===== config.mk =====
export PLATFORM = sky130hd
export DESIGN_NAME = utf8_ansi_token_splitter
export DESIGN_NICKNAME = d
export VERILOG_FILES = /design/src/rtl/uats_pkg.sv /design/src/rtl/uats_core.sv /design/src/rtl/utf8_ansi_token_splitter.sv
export SDC_FILE = /design/constraint.sdc
export NUM_CORES = 1
export LEC_CHECK = 0
export BUFFER_PORTS_ARGS = -buffer_cell sky130_fd_sc_hd__buf_2
export CAP_MARGIN = 40
export CORE_AREA = 2 2 48 72
export CTS_CLUSTER_SIZE = 10
export DETAILED_ROUTE_END_ITERATION = 10
export DIE_AREA = 0 0 50 74
export PLACE_DENSITY = 0.88
export REMOVE_ABC_BUFFERS = 1
export SLEW_MARGIN = 15
export SYNTH_ARGS = -nofsm -noshare
export SYNTH_HDL_FRONTEND = slang
export SYNTH_HIERARCHICAL = 1
export SYNTH_SLANG_ARGS = --single-unit

===== constraint.sdc =====
create_clock -name clk -period 6.6 [get_ports clk]
set_clock_uncertainty 0.2 [all_clocks]
set_input_delay 0 -clock clk [delete_from_list [all_inputs] [get_ports clk]]
set_output_delay 0 -clock clk [all_outputs]
set_load 0.03 [all_outputs]

===== src/rtl/uats_pkg.sv =====
package uats_pkg;

  // parser modes; unused codes behave as idle
  typedef enum logic [3:0] {
    MODE_IDLE  = 4'd0,
    MODE_UTF   = 4'd1,
    MODE_ESC   = 4'd2,
    MODE_SSARG = 4'd3,
    MODE_STR   = 4'd4,
    MODE_SOS   = 4'd5,
    MODE_CSI   = 4'd6
  } mode_t;

  // token kinds
  localparam logic [1:0] KIND_CTRL  = 2'd0;
  localparam logic [1:0] KIND_ASCII = 2'd1;
  localparam logic [1:0] KIND_UTF8  = 2'd2;
  localparam logic [1:0] KIND_ESC   = 2'd3;

  // status codes
  localparam logic [2:0] ST_OK        = 3'd0;
  localparam logic [2:0] ST_CONT_LEAD = 3'd1;
  localparam logic [2:0] ST_BAD_LEAD  = 3'd2;
  localparam logic [2:0] ST_PRIVATE   = 3'd3;
  localparam logic [2:0] ST_TRUNC     = 3'd4;

  // byte values
  localparam logic [7:0] CH_ESC   = 8'h1B;
  localparam logic [7:0] CH_N     = 8'h4E;
  localparam logic [7:0] CH_O     = 8'h4F;
  localparam logic [7:0] CH_P     = 8'h50;
  localparam logic [7:0] CH_Q     = 8'h51;
  localparam logic [7:0] CH_R     = 8'h52;
  localparam logic [7:0] CH_X     = 8'h58;
  localparam logic [7:0] CH_LBRK  = 8'h5B;
  localparam logic [7:0] CH_BSL   = 8'h5C;
  localparam logic [7:0] CH_RBRK  = 8'h5D;
  localparam logic [7:0] CH_CARET = 8'h5E;
  localparam logic [7:0] CH_UNDER = 8'h5F;

  typedef struct packed {
    logic [7:0] data;
    logic       eos;
  } step_in_t;

  typedef struct packed {
    logic [7:0] data;
    logic       token_end;
    logic [1:0] kind;
    logic [2:0] status;
  } result_t;

endpackage


===== src/rtl/uats_core.sv =====
module uats_core (
  input  logic              clk,
  input  logic              rst_n,
  input  logic              step,
  input  uats_pkg::step_in_t step_in,
  output logic              emit,
  output uats_pkg::result_t res
);

  uats_pkg::mode_t mode_r, mode_nxt;
  logic [1:0] left_r, left_nxt;
  logic       saw_esc_r, saw_esc_nxt;
  logic       drop_r, drop_nxt;

  always_comb begin
    logic [7:0] b;
    logic       eos;
    logic       tok_end;
    logic       fail;
    logic [1:0] kind;
    logic [2:0] st;
    logic [1:0] left_dec;
    logic       intro;

    b        = step_in.data;
    eos      = step_in.eos;
    tok_end  = 1'b0;
    fail     = 1'b0;
    kind     = uats_pkg::KIND_ESC;
    st       = uats_pkg::ST_OK;
    left_dec = left_r - 2'd1;
    intro    = 1'b0;

    mode_nxt    = mode_r;
    left_nxt    = left_r;
    saw_esc_nxt = saw_esc_r;
    drop_nxt    = drop_r;
    emit        = 1'b0;

    if (drop_r) begin
      if (eos) begin
        drop_nxt    = 1'b0;
        mode_nxt    = uats_pkg::MODE_IDLE;
        left_nxt    = 2'd0;
        saw_esc_nxt = 1'b0;
      end
    end else begin
      emit = 1'b1;
      unique case (mode_r)
        uats_pkg::MODE_UTF: begin
          kind = uats_pkg::KIND_UTF8;
          if (left_dec == 2'd0) begin
            tok_end = 1'b1;
          end else if (eos) begin
            tok_end = 1'b1;
            fail    = 1'b1;
            st      = uats_pkg::ST_TRUNC;
          end else begin
            left_nxt = left_dec;
          end
        end
        uats_pkg::MODE_ESC: begin
          priority if (b == uats_pkg::CH_N || b == uats_pkg::CH_O) begin
            if (eos) begin
              tok_end = 1'b1;
              fail    = 1'b1;
              st      = uats_pkg::ST_TRUNC;
            end else begin
              mode_nxt = uats_pkg::MODE_SSARG;
            end
          end else if (b == uats_pkg::CH_Q || b == uats_pkg::CH_R) begin
            tok_end = 1'b1;
            fail    = 1'b1;
            st      = uats_pkg::ST_PRIVATE;
          end else if (b == uats_pkg::CH_P || b == uats_pkg::CH_RBRK ||
                       b == uats_pkg::CH_CARET || b == uats_pkg::CH_UNDER) begin
            intro    = 1'b1;
            mode_nxt = uats_pkg::MODE_STR;
          end else if (b == uats_pkg::CH_X) begin
            intro       = 1'b1;
            mode_nxt    = uats_pkg::MODE_SOS;
            saw_esc_nxt = 1'b0;
          end else if (b == uats_pkg::CH_LBRK) begin
            intro    = 1'b1;
            mode_nxt = uats_pkg::MODE_CSI;
          end else begin
            tok_end = 1'b1;
          end
          if (intro && eos) begin
            tok_end = 1'b1;
          end
        end
        uats_pkg::MODE_SSARG: begin
          tok_end = 1'b1;
        end
        uats_pkg::MODE_STR: begin
          if (b < 8'h08 || b >= 8'h7F || (b >= 8'h0E && b <= 8'h1F) || eos) begin
            tok_end = 1'b1;
          end
        end
        uats_pkg::MODE_SOS: begin
          if (eos || (saw_esc_r && (b == uats_pkg::CH_X || b == uats_pkg::CH_BSL))) begin
            tok_end = 1'b1;
          end else begin
            saw_esc_nxt = (b == uats_pkg::CH_ESC);
          end
        end
        uats_pkg::MODE_CSI: begin
          if (eos || (b >= 8'h40 && b <= 8'h7E)) begin
            tok_end = 1'b1;
          end
        end
        default: begin
          // lead byte of a new token
          left_nxt    = 2'd0;
          saw_esc_nxt = 1'b0;
          mode_nxt    = uats_pkg::MODE_IDLE;
          priority if (b < 8'h20) begin
            if (b != uats_pkg::CH_ESC) begin
              kind    = uats_pkg::KIND_CTRL;
              tok_end = 1'b1;
            end else if (eos) begin
              tok_end = 1'b1;
              fail    = 1'b1;
              st      = uats_pkg::ST_TRUNC;
            end else begin
              mode_nxt = uats_pkg::MODE_ESC;
            end
          end else if (b < 8'h80) begin
            kind    = uats_pkg::KIND_ASCII;
            tok_end = 1'b1;
          end else if (b < 8'hC0) begin
            kind    = uats_pkg::KIND_UTF8;
            tok_end = 1'b1;
            fail    = 1'b1;
            st      = uats_pkg::ST_CONT_LEAD;
          end else if (b >= 8'hF8) begin
            kind    = uats_pkg::KIND_UTF8;
            tok_end = 1'b1;
            fail    = 1'b1;
            st      = uats_pkg::ST_BAD_LEAD;
          end else if (eos) begin
            kind    = uats_pkg::KIND_UTF8;
            tok_end = 1'b1;
            fail    = 1'b1;
            st      = uats_pkg::ST_TRUNC;
          end else begin
            kind     = uats_pkg::KIND_UTF8;
            mode_nxt = uats_pkg::MODE_UTF;
            left_nxt = (b >= 8'hF0) ? 2'd3 : (b >= 8'hE0) ? 2'd2 : 2'd1;
          end
        end
      endcase

      // every close returns to idle; an error starts dropping unless at the end mark
      if (tok_end) begin
        mode_nxt    = uats_pkg::MODE_IDLE;
        left_nxt    = 2'd0;
        saw_esc_nxt = 1'b0;
        if (fail) begin
          drop_nxt = ~eos;
        end
      end
    end

    res.data      = b;
    res.token_end = tok_end;
    res.kind      = kind;
    res.status    = st;
  end

  always_ff @(posedge clk) begin
    if (!rst_n) begin
      mode_r    <= uats_pkg::MODE_IDLE;
      left_r    <= 2'd0;
      saw_esc_r <= 1'b0;
      drop_r    <= 1'b0;
    end else if (step) begin
      mode_r    <= mode_nxt;
      left_r    <= left_nxt;
      saw_esc_r <= saw_esc_nxt;
      drop_r    <= drop_nxt;
    end
  end

endmodule


===== src/rtl/utf8_ansi_token_splitter.sv =====
// channel | direction | ports
// --------+-----------+--------------------------------------------------------------
// in      | input     | in_valid, in_stall, in_byte, in_end_of_string
// out     | output    | out_valid, out_stall, out_byte, out_token_end, out_token_kind,
//         |           | out_status
//
// one byte per cycle sustained while out does not stall; a byte sits in the input register
// after its transfer, and the parser step loads its result into the result register,
// from which the result transfers out
// reset is synchronous on rst_n low: both registers empty, parser idle, not dropping
// a stall on out holds the result register; the input register then holds its
// byte and in_stall rises, unless that byte is being dropped and gives no result
module utf8_ansi_token_splitter (
  input  logic       clk,
  input  logic       rst_n,
  input  logic       in_valid,
  output logic       in_stall,
  input  logic [7:0] in_byte,
  input  logic       in_end_of_string,
  output logic       out_valid,
  input  logic       out_stall,
  output logic [7:0] out_byte,
  output logic       out_token_end,
  output logic [1:0] out_token_kind,
  output logic [2:0] out_status
);

  // input register
  logic                s1_valid_r;
  uats_pkg::step_in_t  s1_data_r;

  // result register
  logic                out_valid_r;
  uats_pkg::result_t   out_data_r;

  logic                core_emit;
  uats_pkg::result_t   core_res;
  logic                out_free;
  logic                advance;

  // result register can load when empty or when its content is taken now
  assign out_free = !out_valid_r || !out_stall;
  // a byte leaves the input register when it needs no result slot or one is free
  assign advance  = s1_valid_r && (!core_emit || out_free);
  assign in_stall = s1_valid_r && !advance;

  uats_core u_core (
    .clk     (clk),
    .rst_n   (rst_n),
    .step    (advance),
    .step_in (s1_data_r),
    .emit    (core_emit),
    .res     (core_res)
  );

  always_ff @(posedge clk) begin
    if (!rst_n) begin
      s1_valid_r <= 1'b0;
    end else if (!in_stall) begin
      s1_valid_r <= in_valid;
    end
  end

  always_ff @(posedge clk) begin
    if (in_valid && !in_stall) begin
      s1_data_r.data <= in_byte;
      s1_data_r.eos  <= in_end_of_string;
    end
  end

  always_ff @(posedge clk) begin
    if (!rst_n) begin
      out_valid_r <= 1'b0;
    end else if (out_free) begin
      out_valid_r <= advance && core_emit;
    end
  end

  // payload only loads on a real result transfer into the slot
  always_ff @(posedge clk) begin
    if (out_free && advance && core_emit) begin
      out_data_r <= core_res;
    end
  end

  assign out_valid      = out_valid_r;
  assign out_byte       = out_data_r.data;
  assign out_token_end  = out_data_r.token_end;
  assign out_token_kind = out_data_r.kind;
  assign out_status     = out_data_r.status;

endmodule


==> results.yml, run 1 <==
floorplan:
  rows: 25
  initial_utilization_pct: 57.3
  die_h_um: 74
  die_area_um2: 3700
  io_pins: 29
  coreArea_um2: 3100
  chipWidth_um: 50
drt:
  via_count: 1626
  wire_per_inst_um: 16.8
  routed_via_density: 6.35
  drt_pass1_iterations: 7
  detailedRoute.firstIterationViolations: 139
  postRouteWirelength_um: 4310
  drc: 0
  route.antenna.remaining_nets: 0
timing:
  finalHoldViolCount: 0
  relSlewSlack_pct: 51.5
  timing.final.setup_violations: 0
  final.period_utilization_pct: 41.2
  min_period_ps: 2720
  grt_setup_unrepaired: "no"
  post-route-worst-setup-slack_ps: 3880
  pin_slew_with_the_least_headroom_to_its_limit_ps: 719
  maxSlewViolCount: 0
  final.setup.tns_ps: 0
  clock.fmax_ghz: 0.368
grt:
  grt_first_pass_wirelength_um: 6850
  largest_net_degree_at_the_start_of_global_routing: 16
  grt_util_met2_pct: 46.3
  met1_usage_pct: 25.6
  antenna_violations_before_repair: 0
  grt-ovfl-total: 0
  top_usage_layer: "met2"
  global_route.usage.total_pct: 25.3
  first_global_vias: 1517
  grt_util_met3_pct: 3.41
yosys:
  share_of_flip_flops_with_an_asynchronous_set_or_reset_after_synthesis_pct: 0
  dominantRegCellSynth: "sky130_fd_sc_hd__edfxtp_1"
  synth.top_cell.area_share_pct: 38.9
  post_synth_inst_count: 180
  ys_types: 49
  yosysSeqAreaShare_pct: 49.1
  synth_area_leader_cell: "sky130_fd_sc_hd__edfxtp_1"
  netlist_top_cells_area: "sky130_fd_sc_hd__edfxtp_1 39%, sky130_fd_sc_hd__dfxtp_1 10%, sky130_fd_sc_hd__a21oi_1 4.8%"
  post_synth_instance_area_um2: 1770
  synth_seq_cells: 32
  synthesis.yosys.warnings: 6
  synthesis.area_per_instance_um2: 9.86
  synth_edf_count: 23
outcome:
  status: "completed"
setup_path:
  cp-end-kind: "flop"
  timing_worst_setup_path_type: "reg -> reg"
  worstPathRequired_ps: 6600
  cp-start-kind: "flop"
  worst-path-max-fanout: 10
  timing.critical_path.arrival_ps: 2720
pwr:
  vdd_drop_max_mv: 0.236
  power.leakage_uw: 0.000791
  cellPowerDensity_nw_per_um2: 220
  total_power_uw: 469
finish:
  layout.nets: 229
  layout-drive-gt1-share_pct: 19.0
  insertedDiodeCount: 0
  syn2layout_area_growth_pct: 20.1
  final_area_um2: 2130
  fillerInstances: 228
clocking:
  cts_tree: "done"
  clockRootBuffer: "sky130_fd_sc_hd__clkbuf_8"
  tritoncts.num_buffers: 5
  clk_transition_reported_paths_ps: 60
  clk_latency_ps: 280
  cts_htree_levels: 2
  cts.repair.resized: 0
  clk_path_buf_depth: 2
  tritoncts_num_sinks: 32
placed_design:
  detailedPlacementHpwl_um: 2890
  placement.io_buffers: 28
  placed_cell_area_um2: 1880
  dp_slack_ps: 4040
  gp_routability_congestion: 0.921
min_path:
  hold_path.class: "in -> reg"
flow_run:
  drv.max_cap_violation_count: 0
[cell families after synthesis]
group / Yosys count / share of synthesized area, %
flops: 32 / 49.1
buf+inv: 25 / 7.12
simple gates: 63 / 21.0
xor+xnor: 1 / 0.494
fa+ha+maj: 2 / 1.27
compound gates: 57 / 21.0
[power breakdown]
group | total, uW | internal (uW) | switching [uW] | leakage (uW)
logic | 51.9 | 21.3 | 30.6 | 0.000445
registers | 236 | 226 | 10.0 | 0.000291
clock network | 181 | 112 | 69.4 | 0.0000552
total | 469 | 359 | 110 | 0.000791
[path summary, 6_finish.rpt]
| kind | slack (ps) | start | cells past startpoint | endpoint |
|---|---|---|---|---|
| worst max-delay path | 3880 | s1_data_r[7] | 6 | u_core/mode_r[2] |
| worst min-delay path | 220 | in_byte[3] | 2 | s1_data_r[4] |
| worst max register to register | 3880 | s1_data_r[7] | 6 | u_core/mode_r[2] |
| worst min register to register | 280 | u_core/left_r[0] | 1 | u_core/left_r[0] |
[layer usage]
metal | vias up | part of all wire [%]
li1 | 754 | -
met1 | 723 | 33
met2 | 116 | 52
met3 | 33 | 8.5
met4 | 0 | 5.5
met5 | - | 0
[critical path: stages (launching register included)]
cell and delay [ps]:
sky130_fd_sc_hd__edfxtp_1 500, sky130_fd_sc_hd__or3_1 450, sky130_fd_sc_hd__nor4_1 370, sky130_fd_sc_hd__o22ai_1 270
sky130_fd_sc_hd__nor4b_4 440, sky130_fd_sc_hd__nand4b_2 190, sky130_fd_sc_hd__o32ai_2 220
[through the flow]
stage,instances,hold slack [ps],utilization [%]
final,256,223,68.8
after global placement,234,-23.3,60.8
after CTS,256,219,68.8
after floorplan,165,-101,-
after global routing,256,231,68.8
after detailed placement,234,-21.0,60.8
[registers in the layout, indices dropped and copies added, names as in the netlist, 2 cells and up]
| register | flops |
|---|---|
| s1_data_r | 9 |
| u_core/mode_r | 3 |
| out_token_kind | 2 |
| out_byte | 8 |
| u_core/left_r | 2 |
| out_status | 3 |
[synthesized netlist by cell type (2+ instances only)]
| master | instances |
|---|---|
| sky130_fd_sc_hd__o211ai_1 | 3 |
| sky130_fd_sc_hd__buf_2 | 2 |
| sky130_fd_sc_hd__and3_1 | 6 |
| sky130_fd_sc_hd__buf_4 | 8 |
| sky130_fd_sc_hd__a31oi_1 | 7 |
| sky130_fd_sc_hd__inv_1 | 10 |
| sky130_fd_sc_hd__clkbuf_1 | 5 |
| sky130_fd_sc_hd__nor2_1 | 9 |
| sky130_fd_sc_hd__dfxtp_1 | 9 |
| sky130_fd_sc_hd__a21oi_1 | 17 |
| sky130_fd_sc_hd__o21ai_0 | 8 |
| sky130_fd_sc_hd__edfxtp_1 | 23 |
| sky130_fd_sc_hd__nor3_1 | 7 |
| sky130_fd_sc_hd__nor2b_1 | 3 |
| sky130_fd_sc_hd__nand4_1 | 3 |
| sky130_fd_sc_hd__a211oi_1 | 3 |
| sky130_fd_sc_hd__nand2_1 | 11 |
| sky130_fd_sc_hd__o22ai_1 | 4 |
| sky130_fd_sc_hd__o21a_1 | 2 |
| sky130_fd_sc_hd__nand3_1 | 7 |
| sky130_fd_sc_hd__or3_1 | 5 |
[what timing repair did]
action	4_1_cts	5_1_grt
buffers inserted	0	0
endpoints found under the hold margin	18	0
hold buffers	14	0
[cell type report]
type                            count  area (um^2)  share of cell area (%)
Sequential cell                    32          871                    40.9
Multi-Input combinational cell    123          777                    36.5
Timing Repair Buffer               43          288                    13.5
Clock buffer                        6         72.6                    3.41
Tap cell                           40         50.0                    2.35
Inverter                           10         37.5                    1.76
Clock inverter                      2         35.0                    1.64
[placed cells by master (no fill, tap or decap), types with 5 or more instances in the layout]
cell type / instances
sky130_fd_sc_hd__nor3_1: 7
sky130_fd_sc_hd__or3_1: 5
sky130_fd_sc_hd__nand3_1: 7
sky130_fd_sc_hd__dlygate4sd3_1: 14
sky130_fd_sc_hd__o21ai_0: 8
sky130_fd_sc_hd__nand2_1: 11
sky130_fd_sc_hd__edfxtp_1: 23
sky130_fd_sc_hd__clkbuf_8: 5
sky130_fd_sc_hd__buf_2: 28
sky130_fd_sc_hd__a31oi_1: 7
sky130_fd_sc_hd__and3_1: 6
sky130_fd_sc_hd__dfxtp_1: 9
sky130_fd_sc_hd__a21oi_1: 17
sky130_fd_sc_hd__inv_1: 10
sky130_fd_sc_hd__nor2_1: 9
Note: power is estimated with default switching activity, not from simulation.
==> run 2, diff against run 1 <==
--- a/config.mk
+++ b/config.mk
@@ -7,11 +7,11 @@
 export LEC_CHECK = 0
 export BUFFER_PORTS_ARGS = -buffer_cell sky130_fd_sc_hd__buf_2
 export CAP_MARGIN = 40
-export CORE_AREA = 2 2 48 72
+export CORE_AREA = 2 2 52 78
 export CTS_CLUSTER_SIZE = 10
 export DETAILED_ROUTE_END_ITERATION = 10
-export DIE_AREA = 0 0 50 74
-export PLACE_DENSITY = 0.88
+export DIE_AREA = 0 0 54 80
+export PLACE_DENSITY = 0.8
 export REMOVE_ABC_BUFFERS = 1
 export SLEW_MARGIN = 15
 export SYNTH_ARGS = -nofsm -noshare
==> constraint.sdc (replaced) <==
create_clock -name clk -period 2.45 [get_ports clk]
set_clock_uncertainty 0.2 [all_clocks]
set_input_delay 0 -clock clk [delete_from_list [all_inputs] [get_ports clk]]
set_output_delay 0 -clock clk [all_outputs]
set_load 0.03 [all_outputs]
==> results.yml, run 2 (synthesis results as in run 1) <==
setup_path:
  cp-end-kind: "flop"
  worstPathRequired_ps: 2450
  cp-start-kind: "flop"
  reg2regPathDepth: 7
  regToRegSetupSlack_ps: 50
  timing_worst_setup_path_type: "reg -> reg"
  timing.critical_path.arrival_ps: 2400
  worst-path-max-fanout: 8
drt:
  drt_pass1_iterations: 4
  wire_per_inst_um: 15.4
  routed_via_density: 6.00
  postRouteWirelength_um: 4290
  route.met3.wl_um: 275
  via_count: 1674
  route.antenna.remaining_nets: 0
  detailedRoute.firstIterationViolations: 137
  m1WireLength_um: 1620
  highest_layer: "met4"
  drc: 0
  met2_wirelength_um: 2100
clocking:
  tritoncts.num_buffers: 5
  cts_tree: "done"
  cts_htree_levels: 2
  tritoncts_num_sinks: 32
  clk_latency_ps: 290
  clk_transition_reported_paths_ps: 60
  clk_path_buf_depth: 2
  clockRootBuffer: "sky130_fd_sc_hd__clkbuf_8"
pwr:
  vdd_drop_max_mv: 0.434
  power.switching_fraction_pct: 25.1
  power.leakage_uw: 0.000873
  share_clk_of_total_power_pct: 32.1
  p_switching_uw: 294
  cellPowerDensity_nw_per_um2: 512
  cellInternalPower_uw: 877
  power.share.combinational_pct: 14.4
  sequentialPowerShare_pct: 53.5
timing:
  grt_setup_unrepaired: "yes"
  min_period_ps: 2400
  pin_slew_with_the_least_headroom_to_its_limit_ps: 574
  finalHoldViolCount: 0
  maxSlewViolCount: 0
  final.period_utilization_pct: 97.9
  timing.final.setup_violations: 0
  clock.fmax_ghz: 0.417
  relSlewSlack_pct: 61.3
floorplan:
  chipWidth_um: 54
  die_h_um: 80
  rows: 27
  io_pins: 29
  initial_utilization_pct: 48.6
  die_area_um2: 4320
  coreArea_um2: 3650
placed_design:
  placed_cell_area_um2: 2030
  detailedPlacementHpwl_um: 2990
  placement.io_buffers: 28
  gp_routability_congestion: 0.961
finish:
  syn2layout_area_growth_pct: 28.9
  final_area_um2: 2290
  post_layout_util_pct: 62.7
  insertedDiodeCount: 0
  largest_register_ffs: 9
  fillerInstances: 315
  registers.top_by_ff_count: "s1_data_r"
  layout-drive-gt1-share_pct: 27.5
  final_common_cell: "sky130_fd_sc_hd__buf_2"
  top_library_cells_by_usage_in_the_layout_fill_and_taps_aside: "28 x sky130_fd_sc_hd__buf_2, 23 x sky130_fd_sc_hd__edfxtp_1, 21 x sky130_fd_sc_hd__buf_4"
  layout.nets: 249
grt:
  grt_first_pass_wirelength_um: 6840
  largest_net_degree_at_the_start_of_global_routing: 15
  global_route.usage.total_pct: 22.1
  grt-ovfl-total: 0
  antenna_violations_before_repair: 0
  first_global_vias: 1588
min_path:
  hold_path.class: "in -> reg"
  holdPathStages: 2
flow_run:
  drv.max_cap_violation_count: 0
outcome:
  status: "completed"
## run 2: area by class of cell
cell class / instances / area (um^2) / share of cell area (%)
inverter: 10 / 37.5 / 1.64
clock inverter: 2 / 11.3 / 0.492
sequential: 32 / 872 / 38.1
timing repair buffer: 63 / 438 / 19.1
clock buffer: 6 / 72.6 / 3.17
multi-input combinational: 123 / 802 / 35.1
tap: 43 / 53.8 / 2.35
## run 2: per-layer routing
| metal | up-vias | GRT usage [%] |
|---|---|---|
| met2 | 95 | 34.4 |
| met3 | 27 | 5.62 |
| met1 | 757 | 23.6 |
| li1 | 795 | - |
| met4 | 0 | 19.8 |
| met5 | - | 0 |
## run 2: worst paths after layout
kind,start,endpoint
max,s1_data_r[6],u_core/mode_r[2]
min,in_byte[4],s1_data_r[5]
max reg2reg,s1_data_r[6],u_core/mode_r[2]
min reg2reg,u_core/left_r[1],u_core/left_r[1]
## run 2: critical path, stage by stage, from the launching register on
cell and delay (ps):
sky130_fd_sc_hd__edfxtp_1 470, sky130_fd_sc_hd__or3_1 410, sky130_fd_sc_hd__nor4_2 270, sky130_fd_sc_hd__o22ai_2 180, sky130_fd_sc_hd__nor4b_4 260, sky130_fd_sc_hd__buf_4 180
sky130_fd_sc_hd__nand4b_2 140, sky130_fd_sc_hd__o32ai_2 200
## run 2: power groups by stage
stage	sequential (uW)	combinational, uW	clock [uW]
6_report	627	168	376
3_3_place_gp	637	141	0
2_1_floorplan	667	55.5	0
5_1_grt	630	180	412
4_1_cts	626	162	389
3_5_place_dp	638	143	0
## run 2: metrics by stage
step                      cells  TNS [ps]  setup slack (ps)  hold slack [ps]  power (uW)
after floorplan             165         0              93.0             -101         723
after global placement      256         0              37.5            -23.8         778
after detailed placement    256         0              4.63            -21.9         781
after CTS                   279         0              55.1              212        1180
after global routing        279     -73.4             -50.2              222        1220
final                       279         0              52.6              220        1170
## run 2: repair_timing
| action | CTS | global route |
|---|---|---|
| buffers inserted | 1 | 0 |
| gates resized for setup | 0 | 6 |
| hold buffers | 14 | 0 |
| endpoints found under the setup margin | 2 | 6 |
| endpoints found under the hold margin | 18 | 0 |
| pin swaps | 1 | 1 |
==> run 3, diff against run 2 <==
--- a/config.mk
+++ b/config.mk
@@ -7,12 +7,14 @@
 export LEC_CHECK = 0
 export BUFFER_PORTS_ARGS = -buffer_cell sky130_fd_sc_hd__buf_2
 export CAP_MARGIN = 40
-export CORE_AREA = 2 2 52 78
+export CORE_AREA = 2 2 66 100
 export CTS_CLUSTER_SIZE = 10
 export DETAILED_ROUTE_END_ITERATION = 10
-export DIE_AREA = 0 0 54 80
-export PLACE_DENSITY = 0.8
+export DIE_AREA = 0 0 68 102
+export PLACE_DENSITY = 0.55
 export REMOVE_ABC_BUFFERS = 1
+export SETUP_SLACK_MARGIN = 0.4
+export SKIP_LAST_GASP = 1
 export SLEW_MARGIN = 15
 export SYNTH_ARGS = -nofsm -noshare
 export SYNTH_HDL_FRONTEND = slang
==> results.yml, run 3 (synthesis results as in run 1) <==
setup_path:
  cp-end-kind: "flop"
  timing.critical_path.arrival_ps: 2320
  timing_worst_setup_path_type: "reg -> reg"
  cp-start-kind: "flop"
  worstPathRequired_ps: 2460
  worst-path-max-fanout: 5
timing:
  timing.final.setup_violations: 0
  pin_slew_with_the_least_headroom_to_its_limit_ps: 721
  clock.fmax_ghz: 0.433
  grt_setup_unrepaired: "yes"
  maxSlewViolCount: 0
  relSlewSlack_pct: 51.4
  timing.hold.ws_ps: 221
  finalHoldViolCount: 0
  min_period_ps: 2310
  final.period_utilization_pct: 94.3
min_path:
  hold_path.class: "in -> reg"
finish:
  layout.cells.non_filler: 328
  insertedDiodeCount: 0
  registers.top_by_ff_count: "s1_data_r"
  top_library_cells_by_usage_in_the_layout_fill_and_taps_aside: "35 x sky130_fd_sc_hd__buf_4, 28 x sky130_fd_sc_hd__buf_2, 23 x sky130_fd_sc_hd__edfxtp_1"
  post_layout_util_pct: 43.5
  layout.nets: 267
  final_common_cell: "sky130_fd_sc_hd__buf_4"
  largest_register_ffs: 9
  syn2layout_area_growth_pct: 48.2
  layout-drive-gt1-share_pct: 40.9
grt:
  largest_net_degree_at_the_start_of_global_routing: 15
  global_route.usage.total_pct: 15.4
  grt-ovfl-total: 0
  first_global_vias: 1705
  grt_first_pass_wirelength_um: 7960
  antenna_violations_before_repair: 0
floorplan:
  die_h_um: 102
  die_area_um2: 6940
  initial_utilization_pct: 29.4
  chipWidth_um: 68
  coreArea_um2: 6040
  io_pins: 29
  rows: 35
pwr:
  power.leakage_uw: 0.00101
  cellPowerDensity_nw_per_um2: 465
  vdd_drop_max_mv: 0.269
clocking:
  clk_transition_reported_paths_ps: 70
  clk_path_buf_depth: 2
  tritoncts.num_buffers: 5
  tritoncts_num_sinks: 32
  clockRootBuffer: "sky130_fd_sc_hd__clkbuf_8"
  cts_tree: "done"
  cts_htree_levels: 2
  clk_latency_ps: 290
outcome:
  status: "completed"
drt:
  route.antenna.remaining_nets: 0
  routed_via_density: 5.42
  wire_per_inst_um: 15.7
  postRouteWirelength_um: 5150
  detailedRoute.firstIterationViolations: 78
  via_count: 1777
  drt_pass1_iterations: 5
  drc: 0
placed_design:
  dpl.cell_count: 292
  gp_routability_congestion: 0.932
  placement.io_buffers: 28
  detailedPlacementHpwl_um: 3480
flow_run:
  drv.max_cap_violation_count: 0
==> run 3: per-stage QoR <==
stage	TNS (ps)	total power [uW]	setup WS, ps	area, um^2
floorplan	0	723	93.0	1690
global placement	0	790	29.0	2110
detailed placement	-75.9	790	-46.6	2110
CTS	0	1210	207	2480
global route	0	1270	57.8	2630
finish	0	1220	139	2630
==> run 3: worst paths after layout <==
path	slack [ps]	to	depth (start not counted)	from
worst min-delay path	220	s1_data_r[8]	2	in_byte[7]
worst max-delay path	140	u_core/mode_r[2]	7	s1_data_r[0]
worst max register to register	140	u_core/mode_r[2]	7	s1_data_r[0]
worst min register to register	320	u_core/saw_esc_r	2	u_core/saw_esc_r
==> run 3: worst max-delay path: stages, from the launching register on <==
cell and delay, ps:
sky130_fd_sc_hd__edfxtp_1 500, sky130_fd_sc_hd__o31ai_4 280, sky130_fd_sc_hd__o2bb2ai_2 100, sky130_fd_sc_hd__a311o_1 370, sky130_fd_sc_hd__nor4b_4 290, sky130_fd_sc_hd__buf_6 170
sky130_fd_sc_hd__nand4b_4 120, sky130_fd_sc_hd__o32ai_2 200
==> run 3: timing repair <==
action                     CTS  global route
hold buffers                14             0
hold endpoints to repair    18             0
resized for setup           19            21
pin swaps                   10            14
setup endpoints to repair   10            11
buffers inserted             8             6
==> run 3: layout make-up <==
type / count / area, um^2
clock buffers: 5 / 68.8
repair buffers: 81 / 588
multi-input cells: 123 / 956
fillers: 578 / 3410
inverters: 10 / 37.5
flip-flops and latches: 32 / 872
well taps: 74 / 92.6
clock inverters: 3 / 13.8
==> run 3: power breakdown <==
group	switching [uW]	internal (uW)	total, uW	leakage, uW
clock	197	193	390	0.0000453
combinational	113	91.8	205	0.000670
sequential	18.0	609	627	0.000292
total	329	893	1220	0.00101
==> run 3: per-layer routing <==
| metal | up-vias | part of all wire, % | GRT usage (%) |
|---|---|---|---|
| met5 | - | 0 | 0 |
| met4 | 0 | 4.0 | 8.15 |
| met3 | 23 | 7.3 | 2.20 |
| met2 | 90 | 53 | 28.3 |
| met1 | 830 | 36 | 16.3 |
| li1 | 834 | - | - |
